--- config.mk ---
export PLATFORM = sky130hd
export DESIGN_NAME = m4i_divider
export DESIGN_NICKNAME = d
export VERILOG_FILES = /design/src/sv/m4i_pkg.sv /design/src/sv/m4i_divider.sv
export SDC_FILE = /design/constraint.sdc
export NUM_CORES = 1
export LEC_CHECK = 0
export BUFFER_PORTS_ARGS = -buffer_cell sky130_fd_sc_hd__buf_2
export CAP_MARGIN = 20
export CORE_ASPECT_RATIO = 1.5
export CORE_MARGIN = 2
export CORE_UTILIZATION = 30
export CTS_BUF_LIST = sky130_fd_sc_hd__clkbuf_16
export DETAILED_ROUTE_END_ITERATION = 6
export SETUP_SLACK_MARGIN = 0.4
export SYNTH_ARGS = -nofsm -noshare
export SYNTH_HDL_FRONTEND = slang
export SYNTH_SLANG_ARGS = --single-unit
--- constraint.sdc ---
create_clock -name clock -period 15.81 [get_ports clock]
set_input_delay 2.3715 -clock clock [delete_from_list [all_inputs] [get_ports clock]]
set_output_delay 2.3715 -clock clock [all_outputs]
set_load 0.02 [all_outputs]
--- src/sv/m4i_pkg.sv ---
package m4i_pkg;

   // Matrix geometry and result indexing.
   localparam int N_ENTRIES = 16;
   localparam int IDX_W     = 4;
   localparam logic [IDX_W-1:0] LAST_INDEX = 4'd15;

   // Command queue between the front and the compute engine.
   localparam int CMD_DEPTH = 4;
   localparam int CMD_PTR_W = $clog2(CMD_DEPTH);
   localparam int CMD_CNT_W = CMD_PTR_W + 1;

   // Threshold register.
   localparam int THR_W = 31;
   localparam logic [THR_W-1:0] DET_THRESHOLD_RESET = 31'd1;

   // Six signed triple products make up one 3x3 minor.
   localparam int TERM_W = 3;
   localparam logic [TERM_W-1:0] TERM_LAST = 3'd5;

   // Head of the command queue as seen by the engine.
   typedef struct packed {
      logic             valid;
      logic [IDX_W-1:0] index;
      logic             last;
   } cmd_ctrl_type;

   // Request to the quotient unit.
   typedef struct packed {
      logic start;
      logic negative;
   } div_req_type;

   // Width of the rounded numerator and of the shifted divisor in the quotient unit.
   function automatic int m4i_num_width(input int ew, input int fb);
      int a;
      int b;
      a = 2 * ew + 2 * fb;
      b = 4 * ew;
      return ((a > b) ? a : b) + 2;
   endfunction

   // The k-th of the four lines once the line excl has been struck out.
   function automatic logic [1:0] m4i_skip(input logic [1:0] k, input logic [1:0] excl);
      return (k >= excl) ? k + 2'd1 : k;
   endfunction

   // Column of the minor used in row p by triple product term.
   function automatic logic [1:0] m4i_perm(input logic [TERM_W-1:0] term,
                                           input logic [1:0] p);
      logic [5:0] row;
      unique case (term)
         3'd0:    row = {2'd2, 2'd1, 2'd0};
         3'd1:    row = {2'd1, 2'd2, 2'd0};
         3'd2:    row = {2'd2, 2'd0, 2'd1};
         3'd3:    row = {2'd0, 2'd2, 2'd1};
         3'd4:    row = {2'd1, 2'd0, 2'd2};
         3'd5:    row = {2'd0, 2'd1, 2'd2};
         default: row = '0;
      endcase
      unique case (p)
         2'd0:    return row[1:0];
         2'd1:    return row[3:2];
         default: return row[5:4];
      endcase
   endfunction

   // Odd permutations enter the minor with a minus sign.
   function automatic logic m4i_term_neg(input logic [TERM_W-1:0] term);
      return (term == 3'd1) || (term == 3'd2) || (term == 3'd5);
   endfunction

   // Store address of minor element (p, q) for the cofactor at position pos.
   function automatic logic [IDX_W-1:0] m4i_elem_addr(input logic [IDX_W-1:0] pos,
                                                      input logic [1:0] p,
                                                      input logic [1:0] q);
      logic [1:0] r;
      logic [1:0] c;
      r = m4i_skip(p, pos[3:2]);
      c = m4i_skip(q, pos[1:0]);
      return {c, r};
   endfunction

   // Diagonal positions of the identity.
   function automatic logic m4i_is_diag(input logic [IDX_W-1:0] pos);
      return (pos == 4'd0) || (pos == 4'd5) || (pos == 4'd10) || (pos == 4'd15);
   endfunction

endpackage

--- src/sv/m4i_divider.sv ---
module m4i_divider
   import m4i_pkg::*;
#(
   parameter int ELEMENT_WIDTH = 32,
   parameter int FRAC_BITS     = 16
) (
   input  logic                                               clock,
   input  logic                                               reset,
   input  div_req_type                                        div_req,
   input  logic [m4i_num_width(ELEMENT_WIDTH, FRAC_BITS)-1:0] div_num,
   input  logic [m4i_num_width(ELEMENT_WIDTH, FRAC_BITS)-1:0] div_den,
   output logic                                               div_done,
   output logic signed [ELEMENT_WIDTH-1:0]                    div_quot
);

   localparam int EW    = ELEMENT_WIDTH;
   localparam int XW    = m4i_num_width(ELEMENT_WIDTH, FRAC_BITS);
   localparam int CNT_W = $clog2(EW + 1);

   localparam logic [EW-1:0] MIN_VAL = {1'b1, {(EW-1){1'b0}}};
   localparam logic [EW-1:0] MAX_VAL = {1'b0, {(EW-1){1'b1}}};

   logic              run_ff;
   logic              done_ff;
   logic [CNT_W-1:0]  cnt_ff;
   logic [XW-1:0]     rem_ff;
   logic [XW-1:0]     dsh_ff;
   logic [EW-1:0]     quo_ff;
   logic              ovf_ff;
   logic              neg_ff;
   logic              fits;
   logic [XW-1:0]     rem_in;

   // Restoring step: one quotient bit per cycle against a divisor shifted down.
   assign fits   = (rem_ff >= dsh_ff);
   assign rem_in = fits ? rem_ff - dsh_ff : rem_ff;

   always_ff @(posedge clock) begin
      if (reset) begin
         run_ff  <= 1'b0;
         done_ff <= 1'b0;
         cnt_ff  <= '0;
      end else begin
         done_ff <= 1'b0;
         if (div_req.start) begin
            run_ff <= 1'b1;
            cnt_ff <= CNT_W'(EW);
            rem_ff <= div_num;
            dsh_ff <= div_den << (EW - 1);
            quo_ff <= '0;
            // A quotient of 2^EW or more saturates whatever its sign.
            ovf_ff <= (div_num >= (div_den << EW));
            neg_ff <= div_req.negative;
         end else if (run_ff) begin
            rem_ff <= rem_in;
            dsh_ff <= dsh_ff >> 1;
            quo_ff <= {quo_ff[EW-2:0], fits};
            cnt_ff <= cnt_ff - 1'b1;
            if (cnt_ff == CNT_W'(1)) begin
               run_ff  <= 1'b0;
               done_ff <= 1'b1;
            end
         end
      end
   end

   assign div_done = done_ff;

   // Apply the sign and saturate to the element range.
   always_comb begin
      if (ovf_ff) begin
         div_quot = neg_ff ? MIN_VAL : MAX_VAL;
      end else if (neg_ff) begin
         div_quot = (quo_ff > MIN_VAL) ? MIN_VAL : (~quo_ff + 1'b1);
      end else begin
         div_quot = quo_ff[EW-1] ? MAX_VAL : quo_ff;
      end
   end

endmodule

==> flow_summary.ini, run 1 <==
[global_route]
grt_pass1_wl_mm = 128
first_global_vias = 22400
grt_max_degree = 239
track_usage_pct = 19.1
overflow = 0
antenna_found_initial = 27

[logic_synthesis]
yosysWarnings = 0
ys_ff_latch = 302
synthFlopType = edfxtp_1
syn_nets = 3520
synthArstFlopShare_pct = 0
synth_top_area_share_pct = 35.4
yosys.area.top_type = edfxtp_1
syn_area_um2 = 24900
synth_edf_count = 294
synth_cell_types = 64
synth_cells = 3024
yosysSeqAreaShare_pct = 36.1
synthTopCellsByArea = edfxtp_1, ha_1, o21ai_0
syn_avg_cell_area_um2 = 8.24

[finish]
syn2layout_area_growth_pct = 13.9
finalNonFillerCells = 4352
drive_above_1_share_pct = 10.8
layout.nets = 3693
final_common_cell = nand2_1
n_fill_cell = 8746
final_cell_mix = nand2_1, o21ai_0, edfxtp_1

[timing]
finalHoldViolCount = 0
slew_violations = 0
fin_skew_ns = 0.0375
worst_pin_slew_ns = 1.12
min_period_over_period_pct = 48.5
rsz0062_at_grt = false
worst_slack_ns = 8.14
relSlewSlack_pct = 25.6
fin_crit_ns = 7.67
setup_tns_ns = 0
setup_viol = 0
fmax_ghz = 0.130

[clocking]
htree_levels = 2
cts_made_buffers = 36
clockBufferDepth = 3
cts_hold_buf = 0
clkSinkCount = 302
clockRootBuffer = clkbuf_16
path_clk_slew_ns = 0.06
cts_resized = 0
cts_tree = built
clkLatencyLatePin_ns = 0.57
post_cts_buffers = 0

[floorplan]
die_height_um = 357
num_io_pins = 297
row_count = 129
fp.dieArea_um2 = 85500
coreArea_um2 = 82500
die_w_um = 239
initial_core_util_pct = 30.2

[placement]
dp_cells = 4272
pre_cts_slack_ns = 8.69
dpl.hpwl_mm = 65.8
finalWeightedCongestion = 0.942
port_buffers = 265

[worst_setup_path]
worstSetupEndpointType = primary output
cp-start-kind = flip-flop
arrival_ns = 5.30
worstReg2RegStart = rem_ff[14]
r2r_setup_slack_ns = 10.12
ff2ff_path_depth = 13
worstSetupPathType = reg2out
rr_endpoint = rem_ff[96]
crit_path_max_fanout = 31
worstPathRequired_ns = 13.44

[worst_hold_path]
whs_endpoint = cnt_ff[1]
worst_hold_path.num_cells = 2
hp-start = cnt_ff[1]
hp-class = reg2reg

[drt]
drt_wl_total_mm = 83.5
wire_per_inst_um = 19.2
via_per_inst = 5.24
first_pass_iters = 6
via_count = 22800
drc = 0
ant_nets = 0
initialDrtViolationCount = 1693

[pwr]
power_density_nw_per_um2 = 94.6
peakVddDrop_v = 0.0000554
p_leak_nw = 12.1

[job]
cap_violations = 0

[outcome]
status = complete, no violations
[critical path, cell delays in order, from the launching register on]
cell      delay [ns]
edfxtp_1        0.47
or4_1           0.56
or3_1           0.35
or4_4           0.43
or3_1           0.37
or3_1           0.37
or3_1           0.38
or3_1           0.43
nand2b_1        0.19
a21o_1          0.55
o22ai_1         0.43
buf_2           0.23
[registers in the layout (all words and copies together), names as in the netlist]
name / flops
quo_ff: 32
neg_ff: 1
div_done: 1
rem_ff: 130
ovf_ff: 1
run_ff: 1
cnt_ff: 6
dsh_ff: 130
[cell families (layout without fill, tap and decap cells)]
| family | Yosys count | after routing | share of synthesized area (%) |
|---|---|---|---|
| flops | 302 | 302 | 36.1 |
| fa+ha+maj | 232 | 232 | 11.7 |
| buf+inv | 419 | 618 | 6.35 |
| mux | 21 | 21 | 0.858 |
| compound gates | 960 | 960 | 23.1 |
| simple gates | 968 | 968 | 17.6 |
| other cells | 0 | 16 | 0 |
| xor+xnor | 122 | 122 | 4.29 |
[how the worst max path moves through the flow]
| stage | end | cells after the start | from |
|---|---|---|---|
| after floorplan | rem_ff[0] | 13 | rem_ff[14] |
| final | div_quot[7] | 11 | quo_ff[13] |
| after CTS | div_quot[4] | 12 | quo_ff[12] |
| after detailed placement | div_quot[7] | 11 | quo_ff[12] |
| after global routing | div_quot[4] | 12 | quo_ff[12] |
| after global placement | div_quot[7] | 11 | quo_ff[13] |
[report_power, final]
group	total, mW	leakage, nW	switching, mW	internal, mW
sequential	0.990	2.88	0.0226	0.967
combinational	0.872	8.65	0.558	0.313
clock	0.824	0.576	0.366	0.458
[Yosys cell counts (18+ instances only)]
cell,number
nand2_1,406
nor4_1,24
o21bai_1,48
ha_1,231
a21o_1,113
edfxtp_1,294
or3_1,18
nor2_1,231
xnor2_1,65
o21a_1,25
a211oi_1,20
o21ai_0,352
nor2b_1,51
xor2_1,57
inv_1,277
nor3_1,64
nand3_1,22
clkbuf_1,132
o22ai_1,30
a21oi_1,241
nand4_1,94
mux2i_1,18
a31oi_1,21
[routing by layer]
metal	vias up	part of all wire, %	global-route usage, %
li1	11200	-	-
met3	186	6.3	3.33
met5	-	0.19	0
met1	10700	40	22.8
met2	682	49	34.1
met4	24	3.9	7.39
[through the flow]
stage	hold WS, ns	util [%]	instance area, um^2	total power [mW]
final	0.498	34.4	28400	2.69
after global routing	0.537	34.4	28400	2.84
after CTS	0.498	34.4	28400	2.70
after detailed placement	0.492	33.0	27300	1.87
after global placement	0.485	33.0	27300	1.86
after floorplan	0.467	-	24900	1.61
[area by class of cell]
| class | count | area (um^2) | area share, % |
|---|---|---|---|
| clock buffers | 37 | 926 | 3.26 |
| clock inverters | 27 | 184 | 0.648 |
| repair buffers | 277 | 1450 | 5.11 |
| flip-flops and latches | 302 | 8990 | 31.6 |
| well taps | 1113 | 1390 | 4.90 |
| multi-input cells | 2303 | 14400 | 50.6 |
| diodes | 16 | 40.0 | 0.141 |
| inverters | 277 | 1040 | 3.66 |
(Power assumes the default switching activity.)
==> inputs of run 2 (changes only) <==
==> constraint.sdc (replaced) <==
create_clock -name clock -period 6.25 [get_ports clock]
set_input_delay 0.9375 -clock clock [delete_from_list [all_inputs] [get_ports clock]]
set_output_delay 0.9375 -clock clock [all_outputs]
set_load 0.02 [all_outputs]
==> run 2 against run 1 <==
  * Cell count rose by 0.16%
  * Sequential power increased to 2.5 times the previous value
  * Routed wire length grew 0.12%
  * Power rose to 2.5 times the previous value
  * Count of clock-buffer cells in the layout fell by 2
  * Critical path type unchanged
  * Largest cell class unchanged
  * Highest routed layer unchanged
==> flow_summary.ini, run 2 (synthesized netlist as in run 1, its figures left out) <==
[timing]
worst_pin_slew_ns = 1.11
hold_ws_ns = 0.500
fmax_ghz = 0.177
min_period_over_period_pct = 90.5
relSlewSlack_pct = 24.9
slew_violations = 0
fin_skew_ns = 0.0179
setup_viol = 0
finalHoldViolCount = 0
fin_crit_ns = 5.65
rsz0062_at_grt = false
setup_tns_ns = 0

[drt]
drc = 0
ant_nets = 0
via_count = 22800
wire_per_inst_um = 19.2
via_per_inst = 5.23
initialDrtViolationCount = 1483
first_pass_iters = 5
drt_wl_total_mm = 83.6

[clocking]
path_clk_slew_ns = 0.06
cts_made_buffers = 35
htree_levels = 2
clockRootBuffer = clkbuf_16
clkLatencyLatePin_ns = 0.56
clockBufferDepth = 3
clkSinkCount = 302
cts_tree = built

[floorplan]
coreArea_um2 = 82500
row_count = 129
fp.dieArea_um2 = 85500
num_io_pins = 297
die_w_um = 239
die_height_um = 357
initial_core_util_pct = 30.2

[global_route]
track_usage_pct = 19.2
first_global_vias = 22300
grt_pass1_wl_mm = 127
antenna_found_initial = 29
grt_max_degree = 140
overflow = 0

[placement]
port_buffers = 265
finalWeightedCongestion = 0.928
dpl.hpwl_mm = 67.2

[worst_setup_path]
arrival_ns = 4.72
worstSetupEndpointType = primary output
worstSetupPathType = reg2out
worstPathRequired_ns = 5.31
crit_path_max_fanout = 8
cp-start-kind = flip-flop

[pwr]
peakVddDrop_v = 0.000147
clkPwrFrac_pct = 30.5
p_sw_mw = 2.37
combPwrFrac_pct = 32.6
p_int_mw = 4.43
power_frac_seq_pct = 36.8
switching_share_pct = 34.8
p_leak_nw = 12.1
power_density_nw_per_um2 = 238

[finish]
final_cell_mix = nand2_1, o21ai_0, edfxtp_1
final_common_cell = nand2_1
layout.nets = 3701
syn2layout_area_growth_pct = 14.5
drive_above_1_share_pct = 11.5
top_regs = dsh_ff (130), rem_ff (130), quo_ff (32)

[job]
cap_violations = 0

[outcome]
status = complete, no violations

[worst_hold_path]
hp-class = reg2reg
[run 2: layout make-up]
| class | instances | area [um^2] |
|---|---|---|
| Tap cell | 1113 | 1390 |
| Sequential cell | 302 | 8990 |
| Multi-Input combinational cell | 2305 | 14500 |
| Clock inverter | 27 | 233 |
| Antenna cell | 16 | 40.0 |
| Timing Repair Buffer | 284 | 1500 |
| Clock buffer | 35 | 876 |
| Inverter | 277 | 1040 |
| Fill cell | 8730 | 53900 |
[run 2: what timing repair did]
item                                    in CTS  in global routing
buffers inserted                             2                  0
pin swaps                                    1                  1
gates cloned                                 2                  0
hold buffers                                 0                  0
endpoints found under the setup margin      31                 31
resized for setup                            3                  5
[run 2: worst max-delay path: stages (launching register included)]
cell and delay (ns):
edfxtp_1 0.46, or4_4 0.52, or3_1 0.34, or4_4 0.43, or3_1 0.36, or3_1 0.37, or3_4 0.38, or3_4 0.38
nand2b_4 0.18, a21o_4 0.30, a21oi_1 0.13, o22a_1 0.16, buf_2 0.17
[run 2: final timing paths]
path	depth (start not counted)	end	slack, ns	start
hold / removal	2	cnt_ff[0]	0.50	cnt_ff[0]
setup / recovery	12	div_quot[4]	0.60	quo_ff[10]
hold reg to reg	2	cnt_ff[0]	0.50	cnt_ff[0]
setup reg to reg	13	rem_ff[21]	1.27	rem_ff[13]
[run 2: per-layer routing]
layer	GRT usage (%)	part of all wire, %
met1	22.6	40
met2	34.4	49
met3	3.43	6.4
met4	7.60	4.1
met5	0	0.18
[run 2: through the flow]
step	utilization, %	std cells	total power [mW]	setup slack, ns	area, um^2
CTS	34.5	4343	6.85	0.433	28500
floorplan	-	3024	4.06	-0.504	25000
detailed placement	33.1	4277	4.74	0.613	27300
finish	34.6	4359	6.80	0.595	28500
global route	34.6	4346	7.17	0.422	28500
global placement	33.1	4277	4.72	0.669	27300
[run 2: power by group through the flow]
stage,clock network (mW),logic (mW),registers [mW]
2_1_floorplan,0,1.52,2.54
3_3_place_gp,0,2.18,2.54
3_5_place_dp,0,2.19,2.55
4_1_cts,2.14,2.21,2.50
5_1_grt,2.19,2.46,2.52
6_report,2.08,2.22,2.50
