===== src/sv/m4i_pkg.sv =====
package m4i_pkg;

   // Matrix geometry and result indexing.
   localparam int N_ENTRIES = 16;
   localparam int IDX_W     = 4;
   localparam logic [IDX_W-1:0] LAST_INDEX = 4'd15;

   // Command queue between the front and the compute engine.
   localparam int CMD_DEPTH = 4;
   localparam int CMD_PTR_W = $clog2(CMD_DEPTH);
   localparam int CMD_CNT_W = CMD_PTR_W + 1;

   // Threshold register.
   localparam int THR_W = 31;
   localparam logic [THR_W-1:0] DET_THRESHOLD_RESET = 31'd1;

   // Six signed triple products make up one 3x3 minor.
   localparam int TERM_W = 3;
   localparam logic [TERM_W-1:0] TERM_LAST = 3'd5;

   // Head of the command queue as seen by the engine.
   typedef struct packed {
      logic             valid;
      logic [IDX_W-1:0] index;
      logic             last;
   } cmd_ctrl_type;

   // Request to the quotient unit.
   typedef struct packed {
      logic start;
      logic negative;
   } div_req_type;

   // Width of the rounded numerator and of the shifted divisor in the quotient unit.
   function automatic int m4i_num_width(input int ew, input int fb);
      int a;
      int b;
      a = 2 * ew + 2 * fb;
      b = 4 * ew;
      return ((a > b) ? a : b) + 2;
   endfunction

   // The k-th of the four lines once the line excl has been struck out.
   function automatic logic [1:0] m4i_skip(input logic [1:0] k, input logic [1:0] excl);
      return (k >= excl) ? k + 2'd1 : k;
   endfunction

   // Column of the minor used in row p by triple product term.
   function automatic logic [1:0] m4i_perm(input logic [TERM_W-1:0] term,
                                           input logic [1:0] p);
      logic [5:0] row;
      unique case (term)
         3'd0:    row = {2'd2, 2'd1, 2'd0};
         3'd1:    row = {2'd1, 2'd2, 2'd0};
         3'd2:    row = {2'd2, 2'd0, 2'd1};
         3'd3:    row = {2'd0, 2'd2, 2'd1};
         3'd4:    row = {2'd1, 2'd0, 2'd2};
         3'd5:    row = {2'd0, 2'd1, 2'd2};
         default: row = '0;
      endcase
      unique case (p)
         2'd0:    return row[1:0];
         2'd1:    return row[3:2];
         default: return row[5:4];
      endcase
   endfunction

   // Odd permutations enter the minor with a minus sign.
   function automatic logic m4i_term_neg(input logic [TERM_W-1:0] term);
      return (term == 3'd1) || (term == 3'd2) || (term == 3'd5);
   endfunction

   // Store address of minor element (p, q) for the cofactor at position pos.
   function automatic logic [IDX_W-1:0] m4i_elem_addr(input logic [IDX_W-1:0] pos,
                                                      input logic [1:0] p,
                                                      input logic [1:0] q);
      logic [1:0] r;
      logic [1:0] c;
      r = m4i_skip(p, pos[3:2]);
      c = m4i_skip(q, pos[1:0]);
      return {c, r};
   endfunction

   // Diagonal positions of the identity.
   function automatic logic m4i_is_diag(input logic [IDX_W-1:0] pos);
      return (pos == 4'd0) || (pos == 4'd5) || (pos == 4'd10) || (pos == 4'd15);
   endfunction

endpackage


===== src/sv/m4i_cmd_queue.sv =====
module m4i_cmd_queue
   import m4i_pkg::*;
#(
   parameter int ELEMENT_WIDTH = 32
) (
   input  logic                     clock,
   input  logic                     reset,
   input  logic                     start,
   output logic                     busy,
   input  logic [ELEMENT_WIDTH-1:0] push_value,
   input  logic [IDX_W-1:0]         push_index,
   input  logic                     push_last,
   output cmd_ctrl_type             head_ctrl,
   output logic [ELEMENT_WIDTH-1:0] head_value,
   input  logic                     pop
);

   logic [ELEMENT_WIDTH-1:0] value_ff [CMD_DEPTH];
   logic [IDX_W-1:0]         index_ff [CMD_DEPTH];
   logic                     last_ff  [CMD_DEPTH];
   logic [CMD_PTR_W-1:0]     wr_ptr_ff;
   logic [CMD_PTR_W-1:0]     rd_ptr_ff;
   logic [CMD_CNT_W-1:0]     count_ff;
   logic                     push;

   // A transaction is taken whenever a slot is free.
   assign busy = (count_ff == CMD_CNT_W'(CMD_DEPTH));
   assign push = start && !busy;

   assign head_ctrl.valid = (count_ff != '0);
   assign head_ctrl.index = index_ff[rd_ptr_ff];
   assign head_ctrl.last  = last_ff[rd_ptr_ff];
   assign head_value      = value_ff[rd_ptr_ff];

   // Queue slots carry payload only.
   always_ff @(posedge clock) begin
      if (push) begin
         value_ff[wr_ptr_ff] <= push_value;
         index_ff[wr_ptr_ff] <= push_index;
         last_ff[wr_ptr_ff]  <= push_last;
      end
   end

   // Pointers and fill level; the depth is a power of two so pointers wrap.
   always_ff @(posedge clock) begin
      if (reset) begin
         wr_ptr_ff <= '0;
         rd_ptr_ff <= '0;
         count_ff  <= '0;
      end else begin
         if (push) begin
            wr_ptr_ff <= wr_ptr_ff + 1'b1;
         end
         if (pop) begin
            rd_ptr_ff <= rd_ptr_ff + 1'b1;
         end
         case ({push, pop})
            2'b10:   count_ff <= count_ff + 1'b1;
            2'b01:   count_ff <= count_ff - 1'b1;
            default: count_ff <= count_ff;
         endcase
      end
   end

endmodule


===== config.mk =====
export PLATFORM = sky130hd
export DESIGN_NAME = m4i_cmd_queue
export DESIGN_NICKNAME = d
export VERILOG_FILES = /design/src/sv/m4i_pkg.sv /design/src/sv/m4i_cmd_queue.sv
export SDC_FILE = /design/constraint.sdc
export NUM_CORES = 1
export LEC_CHECK = 0
export ABC_CLOCK_PERIOD_IN_PS = 5300
export BUFFER_PORTS_ARGS = -buffer_cell sky130_fd_sc_hd__buf_2
export CAP_MARGIN = 30
export CORE_AREA = 2 2 102 124
export CTS_BUF_LIST = sky130_fd_sc_hd__clkbuf_4 sky130_fd_sc_hd__clkbuf_8
export CTS_CLUSTER_DIAMETER = 40
export DETAILED_ROUTE_END_ITERATION = 8
export DIE_AREA = 0 0 104 126
export GPL_TIMING_DRIVEN = 0
export PLACE_DENSITY = 0.73
export SLEW_MARGIN = 20
export SYNTH_ARGS = -nofsm -noshare
export SYNTH_HDL_FRONTEND = slang
export SYNTH_SLANG_ARGS = --single-unit

===== constraint.sdc =====
create_clock -name clock -period 5.3 [get_ports clock]
set_input_delay 0 -clock clock [delete_from_list [all_inputs] [get_ports clock]]
set_output_delay 0 -clock clock [all_outputs]
set_load 0.02 [all_outputs]

==> flow_summary.ini, run 1 <==
[timing]
setup_viol = 0
drv_slew = 0
finalCritPeriodShare = 0.4034
slew_headroom = 0.6120
fin_tns_setup_ps = 0
tightest_slew_ps = 582.0
clock.fmax_mhz = 467.7
timing.final.ws_setup_ps = 3162
hold_viol = 0
worst_clock_skew_ps = 10.66
grt_setup_unrepaired = false
min_period_ps = 2138

[die]
fp-row-count = 44
fp.coreArea_mm2 = 0.01189
die_area_mm2 = 0.01310
start_util = 0.4917
io_pins = 80
die_x_um = 104
die_y_um = 126

[clocking]
htree_num_levels = 4
cts-root-buf = clkbuf_8
cts_tree = built
clk_latency_ps = 430
clock-sinks = 157
clk_path_buf_depth = 2
ctsResizeCount = 0
clk_pin_slew_ps = 80
cts_made_buffers = 17

[finish]
final_common_cell = edfxtp_1
drive_gt1_frac = 0.3873
area.sequential_mm2 = 0.004624
mostFrequentLayoutCells = 148 x edfxtp_1, 81 x buf_2, 41 x dlygate4sd3_1, 30 x mux4_2, 17 x clkbuf_8
fillers = 902
multi_input_area_mm2 = 0.001117
syn2layout_area_growth_pct = 25.25
num-nets-final = 429
design_area_mm2 = 0.007323
final_core_util = 0.6158
num_antenna_cells = 0

[power]
peakVddDrop_v = 0.0002227
p_leak_uw = 0.002549
pwr_density_cell_mw_per_mm2 = 367.6

[synthesis]
syn-cell-area_mm2 = 0.005847
ys_ff_latch = 157
synth_area_per_cell_um2 = 24.36
netlist_instances = 240
seq_area_frac_synth = 0.7909
synthesis.nets = 287
synth.distinct_cells = 23
yosysWarnings = 0

[global_routing]
antenna_found_initial = 0
grt_usage = 0.1558
grt_pass1_wl_um = 15200
grt_max_degree = 24
gr-total-overflow = 0
grt_pass1_vias = 2993

[outcome]
status = finished, final reports clean

[setup_path]
endpoint_kind = register
r2r-start = count_ff[0]$_SDFFE_PP0P_
setup.worst_path.end = count_ff[2]$_SDFFE_PP0P_
startpoint = count_ff[0]$_SDFFE_PP0P_
rrSetupSlack_ps = 3160
cp.required_ps = 5660
r2r_cells = 8
crit_type = register to register
crit_fanout = 6
start_kind = register
crit_arrival_ps = 2500
r2r_end = count_ff[2]$_SDFFE_PP0P_

[route]
vias = 2812
viasPerCell = 5.058
first_iter_violations = 137
drtPass1Iterations = 4
drt_wl_total_um = 9614
ant_nets = 0
routedWlPerCell_um = 17.29
drcViolationCount = 0

[worst_hold_path]
hold_class = primary input to register

[place]
dp_hpwl_um = 5950
io_buffer_count = 78
placed_cell_area_mm2 = 0.006539
dpl_worst_slack_ps = 3145
routabilityCongestion = 0.6795

[flow_run]
drv_cap = 0
registers in the layout (all words and copies together), names as in the netlist, named ones only:
signal,cells
wr_ptr_ff,2
rd_ptr_ff,2
value_ff,128
index_ff,16
last_ff,4
count_ff,3
critical path, cell delays in order (launching register included):
cell	delay, ps
dfxtp_1	420
nor3b_2	90
nor2_1	280
inv_1	90
ha_1	230
fa_1	380
xnor2_1	140
or3_1	300
a21oi_1	140
per-layer routing:
layer | routed length [um] | part of all wire | global-route usage | up-vias
met2 | 4934 | 0.51 | 0.2635 | 80
met5 | 0 | 0 | 0 | -
met4 | 116 | 0.012 | 0.05405 | 0
met3 | 452 | 0.047 | 0.05280 | 12
met1 | 4110 | 0.43 | 0.1890 | 1433
li1 | - | - | - | 1287
worst min path at each step:
stage,endpoint,depth (start not counted),slack (ps),start
finish,value_ff[0][5]$_DFFE_PP_,2,320,push_value[5]
global route,value_ff[0][6]$_DFFE_PP_,2,300,push_value[6]
CTS,value_ff[2][6]$_DFFE_PP_,2,290,push_value[6]
detailed placement,value_ff[1][5]$_DFFE_PP_,1,220,push_value[5]
global placement,value_ff[3][5]$_DFFE_PP_,1,210,push_value[5]
floorplan,index_ff[0][0]$_DFFE_PP_,0,100,push_index[0]
through the flow:
step                cells  total power (uW)  hold slack, ps
finish                556              2692           318.1
global route          556              2804           297.6
CTS                   556              2723           290.7
floorplan             240              1738           98.87
detailed placement    483              1878           219.9
global placement      479              1852           210.5
power breakdown:
part           total [uW]  internal, uW  switching (uW)
clock                 827           421             406
combinational         399           182             217
sequential           1470          1440            22.8
total                2690          2050             645
repair_timing:
action / CTS / global route
setup buffers: 0 / 0
hold endpoints to repair: 157 / 0
hold buffers: 41 / 0
kinds of logic (layout without fill, tap and decap cells):
family	count (synthesis)	count (layout)	synth area share
buffers and inverters	13	168	0.01883
AOI/OAI and AO/OA	4	4	0.003424
and+or+nand+nor	17	17	0.01626
adders and majority gates	6	6	0.01412
DFF	157	157	0.7909
xor gates and xnor gates	4	4	0.005993
muxes	39	39	0.1504
Yosys cell counts:
cell / number / area (um^2)
fa_1: 1 / 20.02
or3_1: 3 / 18.77
o21ai_0: 2 / 10.01
dfxtp_1: 9 / 180.2
xor2_1: 2 / 17.52
buf_12: 3 / 60.06
mux4_1: 7 / 183.9
ha_1: 5 / 62.56
clkbuf_2: 1 / 5.000
inv_1: 4 / 15.01
nor2_1: 6 / 22.52
a21oi_1: 2 / 10.01
nand2b_1: 2 / 12.51
mux4_2: 30 / 675.7
xnor2_1: 2 / 17.52
and2_1: 4 / 25.02
edfxtp_1: 148 / 4444
nor3b_2: 1 / 12.51
clkbuf_1: 1 / 3.750
nand2_1: 1 / 3.750
buf_6: 1 / 11.26
buf_2: 3 / 15.01
mux2i_1: 2 / 20.02
area by class of cell:
class                           instances  area share
Timing Repair Buffer                  123      0.1223
Multi-Input combinational cell         70      0.1526
Inverter                                4    0.002050
Tap cell                              161     0.02751
Buffer                                  9     0.01298
Clock inverter                         13     0.01709
Sequential cell                       157      0.6315
Clock buffer                           19     0.03400
No activity file was read; power rests on OpenSTA's default activity.
==> inputs of run 2 (changes only) <==
--- a/config.mk
+++ b/config.mk
@@ -5,7 +5,7 @@
 export SDC_FILE = /design/constraint.sdc
 export NUM_CORES = 1
 export LEC_CHECK = 0
-export ABC_CLOCK_PERIOD_IN_PS = 5300
+export ABC_CLOCK_PERIOD_IN_PS = 2210
 export BUFFER_PORTS_ARGS = -buffer_cell sky130_fd_sc_hd__buf_2
 export CAP_MARGIN = 30
 export CORE_AREA = 2 2 102 124
==> constraint.sdc (replaced) <==
create_clock -name clock -period 2.21 [get_ports clock]
set_input_delay 0 -clock clock [delete_from_list [all_inputs] [get_ports clock]]
set_output_delay 0 -clock clock [all_outputs]
set_load 0.02 [all_outputs]
==> run 2 against run 1 <==
Against the previous run:
- clock-buffer cell count unchanged
- total power up 140%
- fmax rose by 5.3%
- register-to-register slack got worse by 3000 ps
- critical path type unchanged
- largest power group unchanged
==> flow_summary.ini, run 2 (synthesis results as in run 1) <==
[power]
peakVddDrop_v = 0.0005331
power_uw = 6455
pwr_density_cell_mw_per_mm2 = 881.2
p_leak_uw = 0.002549

[place]
dp_hpwl_um = 5950
placed_cell_area_mm2 = 0.006539
io_buffer_count = 78
routabilityCongestion = 0.6795

[setup_path]
crit_type = register to register
endpoint_kind = register
crit_fanout = 6
start_kind = register
rrSetupSlack_ps = 180
startpoint = count_ff[0]$_SDFFE_PP0P_
crit_arrival_ps = 2390
r2r_end = count_ff[2]$_SDFFE_PP0P_
cp.required_ps = 2570
r2r_cells = 8
r2r-start = count_ff[0]$_SDFFE_PP0P_

[die]
fp-row-count = 44
die_x_um = 104
start_util = 0.4917
io_pins = 80
die_area_mm2 = 0.01310
die_y_um = 126
fp.coreArea_mm2 = 0.01189

[finish]
fillers = 903
num-nets-final = 429
final_common_cell = edfxtp_1
largest_register = value_ff
syn2layout_area_growth_pct = 25.29
largest_reg_flops = 128
top_regs = value_ff: 128 flops, index_ff: 16 flops, last_ff: 4 flops
num_antenna_cells = 0
design_area_mm2 = 0.007326
drive_gt1_frac = 0.3899
mostFrequentLayoutCells = 148 x edfxtp_1, 81 x buf_2, 41 x dlygate4sd3_1, 30 x mux4_2, 17 x clkbuf_8

[timing]
finalCritPeriodShare = 0.9191
min_period_ps = 2031
drv_slew = 0
setup_viol = 0
hold_viol = 0
clock.fmax_mhz = 492.3
holdWs_ps = 320.9
worst_clock_skew_ps = 11.80
slew_headroom = 0.6176
tightest_slew_ps = 573.6

[route]
routedWlPerCell_um = 17.39
drt_wl_total_um = 9671
drtPass1Iterations = 5
vias = 2806
first_iter_violations = 119
viasPerCell = 5.047
ant_nets = 0
drcViolationCount = 0

[clocking]
clk_pin_slew_ps = 80
clock-sinks = 157
htree_num_levels = 4
cts_tree = built
clk_path_buf_depth = 2
post_cts_buffers = 0
cts-root-buf = clkbuf_8
cts_made_buffers = 17
clk_latency_ps = 430

[global_routing]
grt_max_degree = 24
grt_pass1_wl_um = 15200
gr-total-overflow = 0
antenna_found_initial = 0
grt_usage = 0.1558
grt_pass1_vias = 2993

[outcome]
status = finished, final reports clean

[worst_hold_path]
hold-path-endpoint = value_ff[0][5]$_DFFE_PP_
hold_class = primary input to register
worst_hold_path.num_cells = 2
min-delay-start = push_value[5]

[flow_run]
drv_cap = 0
## run 2: cell counts in the layout (fill, tap and decap cells not counted)
Identical to the previous run, type by type.
## run 2: worst max path at each step
stage	to	depth (start not counted)
final	count_ff[2]$_SDFFE_PP0P_	8
after global routing	count_ff[2]$_SDFFE_PP0P_	8
after CTS	count_ff[2]$_SDFFE_PP0P_	8
after detailed placement	count_ff[2]$_SDFFE_PP0P_	8
after global placement	value_ff[2][4]$_DFFE_PP_	3
after floorplan	index_ff[2][0]$_DFFE_PP_	3
## run 2: per-stage QoR
step / utilization / instances / setup slack, ps / setup TNS (ps)
finish: 0.6161 / 556 / 178.9 / 0
global route: 0.6161 / 556 / -2.506 / -2.506
CTS: 0.6158 / 556 / 54.86 / 0
detailed placement: 0.5499 / 483 / 54.83 / 0
global placement: 0.5415 / 479 / -572.6 / -82020
floorplan: - / 240 / 102.7 / 0
## run 2: what timing repair did
action	in CTS	in global routing
resized for setup	0	1
endpoints found under the setup margin	0	1
hold endpoints to repair	157	0
hold buffers	41	0
## run 2: critical path, stage by stage (launching register included)
cell     delay [ps]
dfxtp_1         420
nor3b_2         100
nor2_2          190
inv_1            70
ha_1            220
fa_1            380
xnor2_1         140
or3_1           300
a21oi_1         140
## run 2: routing by layer
layer | wire (um) | vias up | global-route usage
li1 | - | 1287 | -
met1 | 4120 | 1429 | 0.1890
met2 | 4966 | 75 | 0.2635
met3 | 421 | 15 | 0.05280
met4 | 163 | 0 | 0.05405
met5 | 0 | - | 0
## run 2: final cells by class
class	instances	area, um^2	area share
clock buffer	19	249.0	0.03399
inverter	4	15.01	0.002050
tap	161	201.4	0.02750
clock inverter	13	125.1	0.01708
multi-input combinational	70	1120	0.1529
timing repair buffer	123	895.9	0.1223
sequential	157	4624	0.6313
buffer	9	95.09	0.01298
## run 2: power breakdown
part	internal [uW]	total [uW]	switching [uW]
logic	437	957	520
clock network	1010	1980	971
registers	3460	3520	54.7
==> inputs of run 3 (changes only) <==
--- a/config.mk
+++ b/config.mk
@@ -5,14 +5,15 @@
 export SDC_FILE = /design/constraint.sdc
 export NUM_CORES = 1
 export LEC_CHECK = 0
+export ABC_AREA = 1
 export ABC_CLOCK_PERIOD_IN_PS = 2210
 export BUFFER_PORTS_ARGS = -buffer_cell sky130_fd_sc_hd__buf_2
 export CAP_MARGIN = 30
-export CORE_AREA = 2 2 102 124
+export CORE_AREA = 2 2 103 125
 export CTS_BUF_LIST = sky130_fd_sc_hd__clkbuf_4 sky130_fd_sc_hd__clkbuf_8
 export CTS_CLUSTER_DIAMETER = 40
 export DETAILED_ROUTE_END_ITERATION = 8
-export DIE_AREA = 0 0 104 126
+export DIE_AREA = 0 0 105 127
 export GPL_TIMING_DRIVEN = 0
 export PLACE_DENSITY = 0.73
 export SLEW_MARGIN = 20
==> run 3 against run 2 <==
Against the previous run:
- largest cell class unchanged
- sequential power about the same
- cell count grew 33%
- clock power grew 16%
- worst hold slack got worse by 58 ps
- die area grew 1.8%
- clock skew decreased by 4.6 ps
- critical endpoint is now head_value[30]
- core utilization grew 1.4 points
- first-iteration DRC count increased by 150%
- global-route usage is 5.0 points higher
==> flow_summary.ini, run 3 <==
[die]
io_pins = 80
start_util = 0.4962
fp-row-count = 44
fp.coreArea_mm2 = 0.01200
die_y_um = 127
die_x_um = 105
die_area_mm2 = 0.01334

[global_routing]
grt_pass1_vias = 4116
grt_usage = 0.2056
grt_pass1_wl_um = 20650
gr-total-overflow = 0
antenna_found_initial = 0
grt_max_degree = 22

[clocking]
htree_num_levels = 4
clk_pin_slew_ps = 80
cts_made_buffers = 17
clock-sinks = 157
clk_path_buf_depth = 2
clk_latency_ps = 440
cts-root-buf = clkbuf_8
post_cts_buffers = 0
cts_tree = built

[power]
p_leak_uw = 0.002736
peakVddDrop_v = 0.0004893
pwr_density_cell_mw_per_mm2 = 896.3

[worst_hold_path]
hold-path-endpoint = count_ff[0]$_SDFFE_PP0P_
min-delay-start = reset
hold_class = primary input to register
worst_hold_path.num_cells = 3

[setup_path]
endpoint_kind = primary output
r2r_cells = 10
rrSetupSlack_ps = 170
cp.required_ps = 2210
r2r-start = count_ff[0]$_SDFFE_PP0P_
crit_arrival_ps = 2050
crit_fanout = 10
r2r_end = count_ff[2]$_SDFFE_PP0P_
start_kind = register
crit_type = register to primary output

[synthesis]
netlist_instances = 423
seq_area_frac_synth = 0.7765
async_flop_share = 0
synth.distinct_cells = 20
synth_top_area_share = 0.7462
yosysMostFrequentCell = edfxtp_1
ys_ff_latch = 157
syn-cell-area_mm2 = 0.005956
synth_area_per_cell_um2 = 14.08
yosysTopAreaCell = edfxtp_1
synth_ff_type = edfxtp_1
synth.area.top_cells = edfxtp_1 75%, nor2_1 5.7%, o21ai_0 4.1%, o22ai_1 3.9%, dfxtp_1 3.0%
yosysWarnings = 0
synthesis.nets = 470
synth_edf_count = 148
synthTopCellsByCount = 148 x edfxtp_1, 90 x nor2_1, 49 x o21ai_0

[place]
dp_hpwl_um = 8213
routabilityCongestion = 0.7206
io_buffer_count = 79
place_inst = 668
placed_cell_area_mm2 = 0.006720

[finish]
final_common_cell = edfxtp_1
final_core_util = 0.6296
top_regs = value_ff: 128 flops, index_ff: 16 flops, last_ff: 4 flops
stdcell_count = 740
num_antenna_cells = 0
num-nets-final = 613
largest_register = value_ff
design_area_mm2 = 0.007556
largest_reg_flops = 128
drive_gt1_frac = 0.2297
mostFrequentLayoutCells = 148 x edfxtp_1, 86 x nor2_1, 83 x buf_2, 49 x o21ai_0, 40 x dlygate4sd3_1
syn2layout_area_growth_pct = 26.87

[outcome]
status = finished, final reports clean

[flow_run]
drv_cap = 0

[route]
drtPass1Iterations = 6
vias = 3949
drt_wl_total_um = 13440
first_iter_violations = 293
drcViolationCount = 0
viasPerCell = 5.336
routedWlPerCell_um = 18.17
ant_nets = 0

[timing]
worst_clock_skew_ps = 7.228
min_period_ps = 2054
slew_headroom = 0.4687
clock.fmax_mhz = 486.9
drv_slew = 0
finalCritPeriodShare = 0.9293
setup_viol = 0
tightest_slew_ps = 795.1
hold_viol = 0
grt_setup_unrepaired = false
-- run 3: cell count changes after synthesis, moves of 9 or more --
cell / before / now
o21ai_0: 2 / 49
inv_1: 4 / 15
o22ai_1: 0 / 37
nor2_1: 6 / 90
nand2_1: 1 / 10
mux4_2: 30 / 0
o21ai_1: 0 / 28
-- run 3: cell type report --
type	instances	area, um^2
fillers	942	4446
well taps	161	201.4
repair buffers	124	933.4
flip-flops and latches	157	4624
clock inverters	15	193.9
inverters	16	60.06
clock buffers	17	234.0
plain buffers	23	156.4
multi-input cells	227	1152
-- run 3: critical path: stages (launching register included) --
cell	delay (ps)
dfxtp_1	320
inv_1	260
clkbuf_1	430
o21ai_1	160
o22ai_1	230
buf_2	220
-- run 3: worst max-delay path by stage --
stage                                   startpoint                        end  slack (ps)  cells after the start
after floorplan           count_ff[0]$_SDFFE_PP0P_   index_ff[0][0]$_DFFE_PP_        -490                      4
after global placement    count_ff[0]$_SDFFE_PP0P_  value_ff[3][17]$_DFFE_PP_       -1800                      4
after detailed placement  count_ff[0]$_SDFFE_PP0P_   count_ff[2]$_SDFFE_PP0P_          -5                     10
after CTS                 count_ff[0]$_SDFFE_PP0P_   count_ff[2]$_SDFFE_PP0P_         120                     10
after global routing                      register              head_value[7]          10                      5
final                                     register             head_value[30]         160                      5
-- run 3: stage by stage --
step                      hold WS (ps)  total power (uW)  setup slack (ps)  TNS [ps]
after floorplan                  72.38              4106            -491.7    -72770
after global placement           173.8              4415             -1801   -259810
after detailed placement         186.5              4494            -5.217    -5.217
after CTS                        248.3              6814             118.4         0
after global routing             238.6              7025             11.79         0
final                            262.8              6772             156.3         0
-- run 3: metal layers --
metal,part of all wire,vias up,track usage
met5,0,-,0
met1,0.41,1946,0.2485
met2,0.53,143,0.3625
met4,0.015,0,0.06431
li1,-,1844,-
met3,0.051,16,0.05357
-- run 3: timing repair --
item / 4_1_cts / 5_1_grt
endpoints found under the setup margin: 1 / 1
pin swaps: 0 / 0
hold buffers: 40 / 0
resized for setup: 1 / 1
endpoints found under the hold margin: 157 / 0
-- run 3: cells by family (layout without fill, tap and decap cells) --
logic type,after synthesis,after routing,synth area share
AOI/OAI and AO/OA,117,117,0.1061
xor gates and xnor gates,1,1,0.001471
adders and majority gates,6,6,0.01387
buffers and inverters,39,195,0.03634
DFF,157,157,0.7765
and+or+nand+nor,103,103,0.06576
-- run 3: power breakdown --
group	internal (uW)	total (uW)	switching [uW]	leakage, uW
clock network	1230	2290	1060	0.000206
logic	342	967	625	0.00110
registers	3460	3520	57.3	0.00143
